<file path="src/hdl/hsv2rgb_pkg.sv">
package hsv2rgb_pkg;

	// Hue count width at the input port
	localparam int HUE_WIDTH = 16;

	// Scaled hue (count * 60) and hue plus offset
	localparam int SCALE_W = HUE_WIDTH + 6;
	localparam int SUM_W   = HUE_WIDTH + 7;

	// Reduction modulo 360 by reciprocal multiply: the shift leaves the
	// rounding error below one for every sum that fits in SUM_W bits
	localparam int              RECIP_SH   = SUM_W + 9;
	localparam int              RECIP_W    = SUM_W + 1;
	localparam logic [63:0]     RECIP_FULL = ((64'd1 << RECIP_SH) + 64'd359) / 64'd360;
	localparam logic [RECIP_W-1:0] RECIP   = RECIP_FULL[RECIP_W-1:0];
	localparam int              QUO_W      = SUM_W - 8;

	localparam int HUE_W  = 9;
	localparam int SECT_W = 3;
	localparam int FRAC_W = 6;
	localparam int PCT_W  = 7;
	localparam int LVL_W  = 8;

	// Level lane: 255*V (15 bits) times (6000 - k*S) (13 bits), then / 600000
	localparam int DIFF_W      = 13;
	localparam int PEAK_W      = 15;
	localparam int PROD_W      = PEAK_W + DIFF_W;
	localparam int LVL_SH      = PROD_W + 20;
	localparam int LVL_RECIP_W = 29;
	localparam logic [63:0] LVL_RECIP_FULL =
		((64'd1 << LVL_SH) + 64'd599999) / 64'd600000;
	localparam logic [LVL_RECIP_W-1:0] LVL_RECIP = LVL_RECIP_FULL[LVL_RECIP_W-1:0];

	localparam logic [HUE_W-1:0]  FULL_CIRCLE = 9'd360;
	localparam logic [FRAC_W-1:0] SECTOR_SPAN = 6'd60;
	localparam logic [PCT_W-1:0]  PCT_MAX     = 7'd100;
	localparam logic [DIFF_W-1:0] PCT_SQ_SPAN = 13'd6000;

	localparam int NSTAGE    = 8;
	localparam int CFG_IDX_W = 3;

	typedef enum logic [CFG_IDX_W-1:0] {
		REG_HUE_OFFSET = 3'd0,
		REG_SATURATION = 3'd1,
		REG_VALUE      = 3'd2,
		REG_HUE_X60    = 3'd3
	} cfg_reg_t;

	// Hue sectors, named by the color span each covers
	typedef enum logic [SECT_W-1:0] {
		SECT_R_Y = 3'd0,
		SECT_Y_G = 3'd1,
		SECT_G_C = 3'd2,
		SECT_C_B = 3'd3,
		SECT_B_M = 3'd4,
		SECT_M_R = 3'd5
	} sector_t;

	typedef struct packed {
		logic [HUE_W-1:0] hue_offset;
		logic             times_sixty;
	} hue_cfg_t;

	function automatic logic [PCT_W-1:0] pct_clamp(input logic [PCT_W-1:0] p);
		return (p > PCT_MAX) ? PCT_MAX : p;
	endfunction

endpackage

</file>
<file path="src/hdl/hsv2rgb_hue.sv">
module hsv2rgb_hue import hsv2rgb_pkg::*; (
	input  logic                  clk,
	input  logic [3:0]            adv,
	input  hue_cfg_t              cfg,
	input  logic [HUE_WIDTH-1:0]  hue_count,
	output sector_t               sector_s4,
	output logic [FRAC_W-1:0]     frac_s4
);

	logic [SCALE_W-1:0]         scaled;
	logic [SUM_W-1:0]           sum_s1;
	logic [SUM_W+RECIP_W-1:0]   quo_prod;
	logic [QUO_W-1:0]           quo_s2;
	logic [SUM_W-1:0]           sum_s2;
	logic [SUM_W-1:0]           base;
	logic [SUM_W-1:0]           rem;
	logic [HUE_W-1:0]           hue_s3;
	sector_t                    sect;
	logic [HUE_W-1:0]           sect_start;
	logic [HUE_W-1:0]           frac_full;

	// Stage 1: count * 60 as (count << 6) - (count << 2), then add offset
	always_comb begin
		if (cfg.times_sixty) begin
			scaled = {hue_count, 6'b0} - {4'b0, hue_count, 2'b0};
		end else begin
			scaled = {6'b0, hue_count};
		end
	end

	always_ff @(posedge clk) begin
		if (adv[0]) begin
			sum_s1 <= {1'b0, scaled} + SUM_W'(cfg.hue_offset);
		end
	end

	// Stage 2: quotient by 360 through the reciprocal
	assign quo_prod = {{RECIP_W{1'b0}}, sum_s1} * {{SUM_W{1'b0}}, RECIP};

	always_ff @(posedge clk) begin
		if (adv[1]) begin
			quo_s2 <= quo_prod[RECIP_SH +: QUO_W];
			sum_s2 <= sum_s1;
		end
	end

	// Stage 3: remainder, quotient * 360 built from shifts
	assign base = {quo_s2, 8'b0} + {2'b0, quo_s2, 6'b0}
		+ {3'b0, quo_s2, 5'b0} + {5'b0, quo_s2, 3'b0};
	assign rem  = sum_s2 - base;

	always_ff @(posedge clk) begin
		if (adv[2]) begin
			hue_s3 <= rem[HUE_W-1:0];
		end
	end

	// Stage 4: split into sector and offset within the sector
	always_comb begin
		if (hue_s3 >= 9'd300) begin
			sect       = SECT_M_R;
			sect_start = 9'd300;
		end else if (hue_s3 >= 9'd240) begin
			sect       = SECT_B_M;
			sect_start = 9'd240;
		end else if (hue_s3 >= 9'd180) begin
			sect       = SECT_C_B;
			sect_start = 9'd180;
		end else if (hue_s3 >= 9'd120) begin
			sect       = SECT_G_C;
			sect_start = 9'd120;
		end else if (hue_s3 >= 9'd60) begin
			sect       = SECT_Y_G;
			sect_start = 9'd60;
		end else begin
			sect       = SECT_R_Y;
			sect_start = 9'd0;
		end
	end

	assign frac_full = hue_s3 - sect_start;

	always_ff @(posedge clk) begin
		if (adv[3]) begin
			sector_s4 <= sect;
			frac_s4   <= frac_full[FRAC_W-1:0];
		end
	end

endmodule

</file>
<file path="config.mk">
export PLATFORM = sky130hd
export DESIGN_NAME = hsv2rgb_hue
export DESIGN_NICKNAME = d
export VERILOG_FILES = /design/src/hdl/hsv2rgb_pkg.sv /design/src/hdl/hsv2rgb_hue.sv
export SDC_FILE = /design/constraint.sdc
export NUM_CORES = 1
export LEC_CHECK = 0
export ABC_AREA = 1
export BUFFER_PORTS_ARGS = -buffer_cell sky130_fd_sc_hd__buf_2
export CELL_PAD_IN_SITES_DETAIL_PLACEMENT = 0
export CELL_PAD_IN_SITES_GLOBAL_PLACEMENT = 2
export CORE_MARGIN = 8
export CORE_UTILIZATION = 44
export DETAILED_ROUTE_END_ITERATION = 8
export PLACE_DENSITY = 0.95
export SLEW_MARGIN = 20
export SYNTH_ARGS = -nofsm -noshare
export SYNTH_HDL_FRONTEND = slang
export SYNTH_SLANG_ARGS = --single-unit
</file>
<file path="constraint.sdc">
create_clock -name clk -period 17.9 [get_ports clk]
set_clock_uncertainty 0.2 [all_clocks]
set_input_delay 0.895 -clock clk [delete_from_list [all_inputs] [get_ports clk]]
set_output_delay 0.895 -clock clk [all_outputs]
set_load 0.02 [all_outputs]
</file>
==> impl_results.md <==
- Share of the clock period used by the worst path: 34.8%
- Portion of the post-synthesis area used by sequential elements: 15.6%
- Depth of the CTS H-tree: 2
- Number of pins with negative max-slew slack in the final report: 0
- Die height: 173 um
- Total via count after detailed routing: 7899
- Critical path data required time: 17.78 ns
- Fmax: 161 MHz
- Area used by sequential logic in the layout: 0.00168 mm2
- Placement Rows: 57
- CTS tree: built
- DRT Pass-1 Iters: 4
- Cell count after synthesis: 1259
- Number of enable-type register cells in the synthesized netlist: 56
- Total gr overflow: 0
- Initial antenna violation count: 0
- Tot GR Track Use: 17.9%
- Cells on Worst Hold Path: 0
- Final-report hold violation count: 0
- Arrival time worst endpoint: 6.11 ns
- Total DRC errors in the routed layout: 0
- RSZ-0062 raised after global routing: false
- Ratio of cells with drive above 1 in the final layout: 6.77%
- Setup Total Neg Slack: 0 ns
- Antenna cell count: 0
- HPWL Detailed: 23400 um
- Width of the die: 173 um
- Synth Cell Area: 0.0108 mm2
- Count of warnings emitted by yosys: 0
- Cell types with the highest counts after synthesis: sky130_fd_sc_hd__inv_1 (350), sky130_fd_sc_hd__ha_1 (194), sky130_fd_sc_hd__nand2_1 (187)
- Crit Path Class: flop to flop
- Number of global-route vias before repair: 8439
- Final nets: 1657
- Clock sinks: 56
- Pin count of the biggest net entering global routing: 26
- Post-route ant nets: 0
- Number of buffer cells added on primary ports: 39
- Clock Tree Buf Depth: 2
- Number of nets in the synthesized netlist: 1618
- Area enclosed by the die boundary: 0.0298 mm2
- Mean cell area of the mapped netlist: 8.56 um2
- Synth Register Bits: 56
- # hold bufs at CTS: 0
- Insertion delay of the later-clocked pin in the worst-skew pair: 0.31 ns
- Drt initial violations: 430
- Cell types with the largest area share after synthesis: sky130_fd_sc_hd__fa_1 (25%), sky130_fd_sc_hd__ha_1 (23%), sky130_fd_sc_hd__edfxtp_1 (16%)
- Filler Cells Inserted: 2381
- Sum of routed wire length over all layers: 25900 um
- Clock transition at the register clock pins on the worst setup and hold paths after CTS: 0.08 ns
- Min Clock Period, post-route: 6.23 ns
- Worst rel slew slack: 47.2%
- RePlAce Congestion: 0.915
- Post-cts sizing count: 0
- Worst Tran Pin Value: 0.783 ns
- Number of different library cells in the post-synthesis netlist: 44
- Root buf cell: sky130_fd_sc_hd__clkbuf_16
- Async set-reset flop share out of synthesis: 0%
- Library cell with the largest summed area after synthesis: sky130_fd_sc_hd__fa_1
- Count of max-cap constraint violations: 0
- TritonCTS buffer count: 5
- Placed Cells incl. Taps: 1615
- Most frequently used flop master after synthesis: sky130_fd_sc_hd__edfxtp_1
- Kind of end point of the critical path: flop
- First-pass GRT wire length: 42900 um
- Count of boundary I/O pins: 40
- Multi-input gate area: 0.00774 mm2
- Area Growth Syn to Fin: 6.71%
- Top cell type's share of synthesized area: 24.9%
- Top-count cell post-synth: sky130_fd_sc_hd__inv_1
- Final routed wire length divided by cell count: 15.9 um
- Path category of the worst min-delay check: flop to flop
- Largest fanout on the critical path: 6
- Core area: 0.0242 mm2
- Post-CTS Setup Bufs: 0
- Result of the run: finished, final reports clean
- Register-to-Register Path Depth: 23
- Nature of the critical path startpoint: flop
- Initial cell density of the core: 44.6%
- Count of endpoints failing setup in the final report: 0
- Via/cell ratio: 4.87
- Non-Filler Instances: 1623
-- kinds of logic (layout without fill, tap and decap cells) --
group                    after synthesis  in the layout  share of synthesized area, %
AND/OR/NAND/NOR                      364            364                          15.2
buffers and inverters                363            403                          12.7
adder cells (fa/ha/maj)              328            328                          47.4
AO/OA/AOI/OAI                        106            106                          5.72
flip-flops                            56             56                          15.6
XOR/XNOR                              42             42                          3.41
-- layout by cell type (no fill, tap or decap), drive strengths merged --
cell type,instances
clkbuf,5
buf,39
o21a,3
inv,357
a211oi,2
fa,134
and2,2
nand3,51
a21o,3
edfxtp,56
o41ai,1
a21oi,46
a21boi,4
a31oi,6
nor3,15
nand4,15
o21bai,3
o21ai,29
xnor2,17
ha,194
a221oi,2
clkinvlp,2
o211ai,2
o31ai,2
o22ai,1
and3,2
nand3b,2
o311ai,1
o2111ai,1
nor2,76
nand2,201
xor2,25
-- critical path, stage by stage, from the launching register on --
cell	delay, ns
sky130_fd_sc_hd__edfxtp_1	0.51
sky130_fd_sc_hd__ha_1	0.36
sky130_fd_sc_hd__inv_1	0.07
sky130_fd_sc_hd__fa_1	0.50
sky130_fd_sc_hd__fa_1	0.53
sky130_fd_sc_hd__inv_1	0.08
sky130_fd_sc_hd__fa_1	0.53
sky130_fd_sc_hd__inv_1	0.05
sky130_fd_sc_hd__fa_1	0.49
sky130_fd_sc_hd__inv_1	0.06
sky130_fd_sc_hd__fa_1	0.53
sky130_fd_sc_hd__inv_1	0.05
sky130_fd_sc_hd__fa_1	0.52
sky130_fd_sc_hd__inv_1	0.04
sky130_fd_sc_hd__ha_1	0.36
sky130_fd_sc_hd__nand4_1	0.15
sky130_fd_sc_hd__nor3_1	0.16
sky130_fd_sc_hd__nand2_1	0.08
sky130_fd_sc_hd__o211ai_1	0.18
sky130_fd_sc_hd__nand2_1	0.12
sky130_fd_sc_hd__o21ai_0	0.20
sky130_fd_sc_hd__nand2_1	0.10
sky130_fd_sc_hd__nand3_1	0.07
sky130_fd_sc_hd__nand2_1	0.05
-- routing by layer --
metal	part of all wire, %	up-vias	global-route usage (%)
li1	-	4003	-
met1	45	3739	22.9
met2	48	127	30.8
met3	4.5	30	3.31
met4	1.9	0	4.02
met5	0	-	0
-- registers in the layout (all words and copies together) (netlist names) --
signal,cells
hue_s3,9
frac_s4,6
quo_s2,6
sum_s2,9
sector_s4,3
sum_s1,23
-- area by class of cell --
class / count / area share (%)
multi-input cells: 840 / 67.2
flip-flops and latches: 56 / 14.6
inverters: 356 / 11.6
well taps: 324 / 3.52
repair buffers: 39 / 1.70
clock buffers: 5 / 1.09
clock inverters: 3 / 0.228
-- path summary, 6_finish.rpt --
path / startpoint / to / slack (ns)
worst max-delay path: sum_s1[6] / quo_s2[4] / 11.67
worst min-delay path: hue_s3[0] / frac_s4[0] / 0.23
worst max register to register: sum_s1[6] / quo_s2[4] / 11.67
worst min register to register: hue_s3[0] / frac_s4[0] / 0.23
-- through the flow --
| step | area, um2 | util [%] | hold slack, ns | setup WS (ns) |
|---|---|---|---|---|
| floorplan | 10800 | - | 0.200 | 12.24 |
| global placement | 11400 | 47.0 | 0.210 | 11.88 |
| detailed placement | 11400 | 47.0 | 0.208 | 11.69 |
| CTS | 11500 | 47.6 | 0.230 | 11.71 |
| global route | 11500 | 47.6 | 0.227 | 11.36 |
| finish | 11500 | 47.6 | 0.228 | 11.67 |
Power is not shown: default switching activity piles up to over one toggle a cycle in this logic, so the estimate is an artifact.
