[config.mk]
export PLATFORM = sky130hd
export DESIGN_NAME = hsv2rgb_lane
export DESIGN_NICKNAME = d
export VERILOG_FILES = /design/src/hdl/hsv2rgb_pkg.sv /design/src/hdl/hsv2rgb_lane.sv
export SDC_FILE = /design/constraint.sdc
export NUM_CORES = 1
export LEC_CHECK = 0
export BUFFER_PORTS_ARGS = -buffer_cell sky130_fd_sc_hd__buf_2
export CORE_ASPECT_RATIO = 0.7
export CORE_MARGIN = 1
export CORE_UTILIZATION = 45
export DETAILED_ROUTE_END_ITERATION = 6
export PLACE_DENSITY_LB_ADDON = 0.15
export SLEW_MARGIN = 15
export SYNTH_ARGS = -nofsm -noshare
export SYNTH_HDL_FRONTEND = slang
export SYNTH_SLANG_ARGS = --single-unit
[constraint.sdc]
create_clock -name clk -period 7.4 [get_ports clk]
set_input_delay 0.37 -clock clk [delete_from_list [all_inputs] [get_ports clk]]
set_output_delay 0.37 -clock clk [all_outputs]
set_load 0.01 [all_outputs]
[src/hdl/hsv2rgb_pkg.sv]
package hsv2rgb_pkg;

	// Hue count width at the input port
	localparam int HUE_WIDTH = 16;

	// Scaled hue (count * 60) and hue plus offset
	localparam int SCALE_W = HUE_WIDTH + 6;
	localparam int SUM_W   = HUE_WIDTH + 7;

	// Reduction modulo 360 by reciprocal multiply: the shift leaves the
	// rounding error below one for every sum that fits in SUM_W bits
	localparam int              RECIP_SH   = SUM_W + 9;
	localparam int              RECIP_W    = SUM_W + 1;
	localparam logic [63:0]     RECIP_FULL = ((64'd1 << RECIP_SH) + 64'd359) / 64'd360;
	localparam logic [RECIP_W-1:0] RECIP   = RECIP_FULL[RECIP_W-1:0];
	localparam int              QUO_W      = SUM_W - 8;

	localparam int HUE_W  = 9;
	localparam int SECT_W = 3;
	localparam int FRAC_W = 6;
	localparam int PCT_W  = 7;
	localparam int LVL_W  = 8;

	// Level lane: 255*V (15 bits) times (6000 - k*S) (13 bits), then / 600000
	localparam int DIFF_W      = 13;
	localparam int PEAK_W      = 15;
	localparam int PROD_W      = PEAK_W + DIFF_W;
	localparam int LVL_SH      = PROD_W + 20;
	localparam int LVL_RECIP_W = 29;
	localparam logic [63:0] LVL_RECIP_FULL =
		((64'd1 << LVL_SH) + 64'd599999) / 64'd600000;
	localparam logic [LVL_RECIP_W-1:0] LVL_RECIP = LVL_RECIP_FULL[LVL_RECIP_W-1:0];

	localparam logic [HUE_W-1:0]  FULL_CIRCLE = 9'd360;
	localparam logic [FRAC_W-1:0] SECTOR_SPAN = 6'd60;
	localparam logic [PCT_W-1:0]  PCT_MAX     = 7'd100;
	localparam logic [DIFF_W-1:0] PCT_SQ_SPAN = 13'd6000;

	localparam int NSTAGE    = 8;
	localparam int CFG_IDX_W = 3;

	typedef enum logic [CFG_IDX_W-1:0] {
		REG_HUE_OFFSET = 3'd0,
		REG_SATURATION = 3'd1,
		REG_VALUE      = 3'd2,
		REG_HUE_X60    = 3'd3
	} cfg_reg_t;

	// Hue sectors, named by the color span each covers
	typedef enum logic [SECT_W-1:0] {
		SECT_R_Y = 3'd0,
		SECT_Y_G = 3'd1,
		SECT_G_C = 3'd2,
		SECT_C_B = 3'd3,
		SECT_B_M = 3'd4,
		SECT_M_R = 3'd5
	} sector_t;

	typedef struct packed {
		logic [HUE_W-1:0] hue_offset;
		logic             times_sixty;
	} hue_cfg_t;

	function automatic logic [PCT_W-1:0] pct_clamp(input logic [PCT_W-1:0] p);
		return (p > PCT_MAX) ? PCT_MAX : p;
	endfunction

endpackage

[src/hdl/hsv2rgb_lane.sv]
module hsv2rgb_lane import hsv2rgb_pkg::*; (
	input  logic               clk,
	input  logic [2:0]         adv,
	input  logic [FRAC_W-1:0]  k,
	input  logic [PCT_W-1:0]   sat,
	input  logic [PEAK_W-1:0]  peak,
	output logic [LVL_W-1:0]   lvl_s7
);

	logic [DIFF_W-1:0]                ks;
	logic [DIFF_W-1:0]                diff_s5;
	logic [PROD_W-1:0]                prod_s6;
	logic [PROD_W+LVL_RECIP_W-1:0]    lvl_prod;

	// Stage 5: 6000 - k*S, never negative since k <= 60 and S <= 100
	assign ks = DIFF_W'(k) * DIFF_W'(sat);

	always_ff @(posedge clk) begin
		if (adv[0]) begin
			diff_s5 <= PCT_SQ_SPAN - ks;
		end
	end

	// Stage 6: scale by 255*V
	always_ff @(posedge clk) begin
		if (adv[1]) begin
			prod_s6 <= PROD_W'(peak) * PROD_W'(diff_s5);
		end
	end

	// Stage 7: exact floor of the division by 600000
	assign lvl_prod = {{LVL_RECIP_W{1'b0}}, prod_s6} * {{PROD_W{1'b0}}, LVL_RECIP};

	always_ff @(posedge clk) begin
		if (adv[2]) begin
			lvl_s7 <= lvl_prod[LVL_SH +: LVL_W];
		end
	end

endmodule

==> key figures, run 1 <==
Run status
  – Outcome: finished clean

Global route
  – Global-route wire length before repair: just over 90000 µm
  – Grt total ovfl: 0
  – Vias in the first global route: 15440
  – GR Util met2: 0.326
  – Gr usage total: 0.246
  – Grt peak-use layer: met1
  – GR Util met3: 0.0929
  – Grt met1 use: 0.384
  – Initial antenna violation count: 5
  – Pin count of the biggest net entering global routing: 29

Clocking
  – Worst-path clk slew: ~0.09 ns
  – Clock latency on the worst-skew pair: about 0.34 ns
  – Number of buffers created by CTS: 5
  – Post-CTS Setup Bufs: 0
  – Post-CTS resize count: 0
  – TritonCTS Sinks: 49
  – CTS tree: done
  – CTS root buffer: clkbuf_16
  – Hold buffers post-CTS: 0
  – Clock buffer depth: 2
  – H-Tree Depth: 2

Worst setup path
  – Worst R2R Path Depth: 20
  – WS Path Type: flip-flop to flip-flop
  – Max FO, Critical Path: 5
  – Reg2reg setup slack: 0.26 ns
  – Crit. End Element: flip-flop
  – Crit path DAT: 7.24 ns
  – Worst Path Required: between 7 and 8 ns
  – Startpoint types: flip-flop
  – R2r endpoint: lvl_s7[4]
  – Worst r2r src: prod_s6[18]

Finish
  – Area Growth Syn to Fin: 4.80%
  – Final Net Count: 3147
  – Finished Layout Cells: 2952
  – Filler cells: 4598
  – Layout cells sized above 1: 0.0318

Drt
  – Routed via count: ~15000
  – TritonRoute pass-1 iters: 5
  – Starting DRC count in detailed routing: 901
  – Via density per instance: 5.14
  – Drc violations: 0
  – Drt total wl: 58600 µm
  – Drt wl/cell: 19.8 µm
  – Antenna-violating nets left: 0

Min path
  – Worst Hold End: lvl_s7[1]
  – Worst Hold Launch: adv[2]
  – Hold Crit Class: primary input to flip-flop
  – Hold path depth: 1

Yosys
  – Main flop type after synthesis: edfxtp_1
  – Post-synthesis instance total: ~2300
  – Cell taking the most area after synthesis: fa_1
  – Synth top cells by count: inv_1 (712), fa_1 (460), ha_1 (361), nand2_1 (189), and2_1 (93)
  – Mapped Area: between 20000 and 25000 µm²
  – Top cells by area, synth: fa_1 (42%), ha_1 (21%), inv_1 (12%)
  – Yosys reg bits: 49
  – Yosys cell types: 63
  – Yosys top cell area share: 0.420
  – Register area share after synthesis: 0.0671
  – Syn avg cell area: between 9 and 10 µm²
  – Post-synth EDFFs: 49
  – Async SR Flop Fraction: 0
  – Most numerous cell in the Yosys netlist: inv_1
  – Synth warn: 0
  – Synthesized netlist net count: 3136

STA
  – Final clock skew: 0.0208 ns
  – Worst-margin pin slew: 0.769 ns
  – Worst rel slew slack: 0.481
  – Final Hold Viols: 0
  – Highest Clock Rate: 140 MHz
  – Setup TNS: 0 ns
  – Fin crit share: 0.964
  – Post-layout minimum cycle time: 7.14 ns
  – Max Transition Viols Final: 0
  – Final setup fails: 0
  – Unrepaired setup endpoints after global routing: no

Floorplan
  – Chip Width: between 200 and 300 µm
  – Die Y: 187 µm
  – Initial core utilization: 0.457
  – Die area: approximately 50000 µm²
  – Row cnt: 67
  – Io pins: 40
  – Core Area: 48000 µm²

Flow run
  – Max Cap Viol: 0

Placement
  – IO buf count: 39
  – DP HPWL: 53200 µm
  – DP Cell Count: 2942
  – Placer Congestion: 0.959
[registers in the layout (all words and copies together), names as in the netlist]
signal / flops
lvl_s7: 8
diff_s5: 13
prod_s6: 28
[final cells by class]
| class | count | area [µm²] | share of cell area |
|---|---|---|---|
| Antenna cell | 2 | 5.00 | 0.000218 |
| Clock buffer | 5 | 125 | 0.00544 |
| Clock inverter | 3 | 28.8 | 0.00125 |
| Inverter | 712 | 2670 | 0.116 |
| Multi-Input combinational cell | 1484 | 17600 | 0.768 |
| Sequential cell | 49 | 1470 | 0.0640 |
| Tap cell | 655 | 820 | 0.0357 |
| Timing Repair Buffer | 42 | 218 | 0.00947 |
[how the worst max path moves through the flow]
stage | slack, ns | start | to | cells past startpoint
after floorplan | 1.24 | prod_s6[10] | lvl_s7[4] | 22
after global placement | 0.47 | prod_s6[18] | lvl_s7[4] | 20
after detailed placement | 0.36 | prod_s6[18] | lvl_s7[4] | 20
after CTS | 0.36 | prod_s6[18] | lvl_s7[4] | 20
after global routing | 0.12 | prod_s6[12] | lvl_s7[4] | 23
final | 0.26 | prod_s6[18] | lvl_s7[4] | 20
[kinds of logic (layout without fill, tap and decap cells)]
family                     after synthesis  count (layout)  synth area share
buffers and inverters                  750             762             0.128
DFF                                     49              49            0.0671
xor gates and xnor gates                70              70            0.0280
other                                    0               2                 0
adders and majority gates              821             821             0.626
and+or+nand+nor                        376             376            0.0828
AOI/OAI and AO/OA                      217             217            0.0679
[critical path, cell delays in order, from the launching register on]
cell	delay, ns
edfxtp_1	0.54
inv_1	0.36
fa_1	0.59
fa_1	0.52
inv_1	0.05
fa_1	0.55
fa_1	0.43
fa_1	0.49
fa_1	0.50
inv_1	0.05
fa_1	0.49
inv_1	0.05
ha_1	0.37
nand2_1	0.11
nor4_2	0.63
o2111ai_1	0.26
a311oi_2	0.48
o41ai_2	0.14
nand2b_2	0.11
a21oi_2	0.07
xnor2_1	0.13
[metal layers]
layer | wire, µm | vias up | part of all wire
li1 | - | 6928 | -
met1 | 29000 | 7738 | 0.49
met2 | 23200 | 462 | 0.40
met3 | 5880 | 33 | 0.10
met4 | 442 | 4 | 0.0075
met5 | 27 | - | 0.00046
[per-stage QoR]
| step | setup slack (ns) | hold WS [ns] | area (µm²) | utilization |
|---|---|---|---|---|
| floorplan | 1.24 | 0.482 | 21900 | - |
| global placement | 0.474 | 0.752 | 22800 | 0.476 |
| detailed placement | 0.364 | 0.753 | 22800 | 0.476 |
| CTS | 0.358 | 0.387 | 23000 | 0.479 |
| global route | 0.116 | 0.393 | 23000 | 0.479 |
| finish | 0.264 | 0.404 | 23000 | 0.479 |
[cell usage in the layout, fill, tap and decap left out, types with 3 or more instances in the layout]
cell type / netlist / layout
buf_2: 1 / 39
o211ai_1: 7 / 7
a211oi_2: 3 / 3
a21o_2: 3 / 3
a211oi_1: 6 / 6
xnor2_1: 41 / 41
nand3_1: 15 / 15
nand2b_1: 5 / 5
a21oi_1: 62 / 62
o2111ai_1: 3 / 3
nor4_1: 4 / 4
ha_1: 361 / 361
and2_1: 93 / 93
buf_4: 0 / 3
and4_1: 3 / 3
a21oi_2: 3 / 3
xor2_1: 29 / 29
fa_1: 460 / 460
o21ai_0: 33 / 33
a21boi_0: 3 / 3
inv_1: 712 / 712
nor2_1: 27 / 27
a41oi_1: 3 / 3
nor3_1: 9 / 9
edfxtp_1: 49 / 49
nand4_1: 8 / 8
o21ai_1: 3 / 3
o21bai_1: 13 / 13
nand2_1: 189 / 189
o21a_1: 5 / 5
and3_1: 10 / 10
clkbuf_16: 0 / 5
a21o_1: 40 / 40
Power of run 1 is left out: the tool's default activity adds up to more than one toggle a clock period on the data nets, which glitch-free logic cannot reach.
==> run 2: changes to the inputs <==
- ABC_AREA: unset -> 1
==> run 2 against run 1 <==
Net effect:
- design area up 4.7%
- sequential share of layout area down 0.29 points
- count of clock-buffer cells in the layout unchanged
- die area up 4.8%
- register-to-register slack better by 0.63 ns
- synthesized cell count up 18%
==> key figures, run 2 <==
Run status
  – Outcome: finished clean

Finish
  – Max FFs per register: 28
  – Footprint of the multi-input gates: 18100 µm²
  – Most frequent cells in the layout: inv_1 (876), nand2_1 (478), fa_1 (460), ha_1 (361), nor2_1 (90)
  – Top flop regs: prod_s6 x28, diff_s5 x13, lvl_s7 x8
  – Area Growth Syn to Fin: 4.65%
  – Layout cells sized above 1: 0.0287
  – Top reg by flops: prod_s6
  – Commonest non-fill, non-tap cell in the layout: inv_1
  – N_diodes: 0
  – Register area: ~1500 µm²
  – Filler cells: 5000
  – Final Net Count: 3569

Flow run
  – Max Cap Viol: 0

STA
  – Worst rel slew slack: 0.367
  – Final clock skew: ~0.028 ns
  – Highest Clock Rate: 154 MHz
  – Post-layout minimum cycle time: 6.51 ns
  – Unrepaired setup endpoints after global routing: no
  – Final Hold Viols: 0
  – Max Transition Viols Final: 0
  – Final setup fails: 0
  – Worst-margin pin slew: 0.939 ns
  – Fin crit share: 0.879
  – Setup TNS: 0 ns

Floorplan
  – Chip Width: approximately 270 µm
  – Die Y: 191 µm
  – Io pins: 40
  – Die area: 52000 µm²
  – Core Area: 49900 µm²
  – Row cnt: 68
  – Initial core utilization: 0.461

Worst setup path
  – Worst R2R Path Depth: 22
  – Crit path DAT: about 6.6 ns
  – Worst Path Required: 7.50 ns
  – Max FO, Critical Path: 6
  – Crit. End Element: flip-flop
  – Startpoint types: flip-flop
  – WS Path Type: flip-flop to flip-flop

Placement
  – IO buf count: 39
  – Placer Congestion: 0.983
  – DP HPWL: 58600 µm

Drt
  – TritonRoute pass-1 iters: 5
  – Starting DRC count in detailed routing: between 1000 and 1500
  – Via density per instance: 5.07
  – Drc violations: 0
  – Drt wl/cell: 19.0 µm
  – Antenna-violating nets left: 0
  – Drt total wl: 64300 µm
  – Routed via count: 17142

Yosys
  – Post-synth EDFFs: slightly below 50
  – Synth Area in Compound Gates: 0.0488
  – Simple-Gate Fraction of Synth Area: 0.118
  – Synthesized netlist net count: 3556
  – Yosys cell types: 36
  – Synth warn: 0
  – Mux cell area share after synthesis: 0
  – Top cells by area, synth: fa_1 (40%), ha_1 (20%), inv_1 (14%)
  – Yosys reg bits: 49
  – Most numerous cell in the Yosys netlist: inv_1
  – Main flop type after synthesis: edfxtp_1
  – Async SR Flop Fraction: 0
  – Post-Synth Adder-Cell Area: 0.597
  – Register area share after synthesis: 0.0640
  – Cell taking the most area after synthesis: fa_1
  – Synth top cells by count: inv_1 (876), nand2_1 (478), fa_1 (460), ha_1 (361), nor2_1 (90)
  – Yosys top cell area share: 0.400
  – Mapped Area: 23000 µm²
  – Post-synthesis instance total: 2703
  – Syn avg cell area: 8.51 µm²
  – Largest family of logic cells by synthesized area: adder cells
  – XOR/XNOR share of the synthesized area: 0.0232

Global route
  – Gr usage total: 0.258
  – Initial antenna violation count: 0
  – Grt total ovfl: 0
  – Vias in the first global route: 17408
  – Global-route wire length before repair: around 100000 µm
  – Pin count of the biggest net entering global routing: 29

Clocking
  – Post-CTS Setup Bufs: 0
  – Number of buffers created by CTS: 5
  – CTS tree: done
  – Hold buffers post-CTS: 0
  – H-Tree Depth: 2
  – TritonCTS Sinks: approximately 50
  – Clock buffer depth: 2
  – Worst-path clk slew: 0.09 ns
  – Post-CTS resize count: 0
  – CTS root buffer: clkbuf_16
  – Clock latency on the worst-skew pair: 0.33 ns

Min path
  – Hold Crit Class: primary input to flip-flop
  – Hold path depth: 1
[run 2: cell count changes in the layout (fill, tap and decap cells not counted), sizes merged, moves of 17 or more]
cell    previous run  this run
nand2            189       486
inv              714       878
and2              93         2
nor2              27       103
a21o              43         7
a21oi             65        90
nand3             16        41
o21bai            13        35
xnor2             41        24
[run 2: cell type report]
cell class,instances,share of cell area
repair buffers,39,0.00811
well taps,665,0.0346
flip-flops and latches,49,0.0611
multi-input cells,1742,0.752
clock inverters,3,0.00172
inverters,879,0.137
clock buffers,5,0.00520
[run 2: cells by family (layout without fill, tap and decap cells)]
kind of cell             Yosys count  in the layout
adder cells (fa/ha/maj)          821            821
XOR/XNOR                          61             61
AND/OR/NAND/NOR                  667            667
flip-flops                        49             49
buffers and inverters            912            926
AO/OA/AOI/OAI                    193            193
[run 2: worst max-delay path, cell delays in order, from the launching register on]
cell      delay, ns
edfxtp_1       0.53
inv_1          0.25
fa_1           0.79
xor2_1         0.13
ha_1           0.21
o21bai_1       0.18
ha_1           0.31
inv_1          0.04
fa_1           0.51
inv_1          0.05
ha_1           0.29
fa_1           0.54
inv_1          0.05
fa_1           0.47
inv_1          0.04
ha_1           0.30
nand2_1        0.15
o21ai_0        0.78
a21oi_1        0.08
nand2_1        0.31
nand2_1        0.12
nand4_1        0.12
nand2_1        0.05
[run 2: worst paths after layout]
kind                   start    endpoint  slack, ns
setup / recovery  prod_s6[7]   lvl_s7[2]       0.89
hold / removal        adv[2]   lvl_s7[4]       0.42
setup reg to reg  prod_s6[7]   lvl_s7[2]       0.89
hold reg to reg   diff_s5[0]  prod_s6[0]       1.09
[run 2: per-layer routing]
layer / part of all wire / vias to the layer above / global-route usage
met1: 0.50 / 8622 / 0.399
met5: 0.0010 / - / 0.00940
met4: 0.0057 / 2 / 0.0233
li1: - / 7962 / -
met2: 0.39 / 532 / 0.346
met3: 0.11 / 24 / 0.0963
[run 2: through the flow]
step	hold slack, ns	utilization	setup slack [ns]	area (µm²)	cells
4_1_cts	0.426	0.483	0.987	24100	3382
6_report	0.419	0.483	0.893	24100	3382
3_5_place_dp	0.768	0.479	0.986	23900	3374
3_3_place_gp	0.767	0.479	0.897	23900	3374
2_1_floorplan	0.482	-	1.82	23000	2703
5_1_grt	0.428	0.483	0.616	24100	3382
Power of run 2 is left out for the same reason.
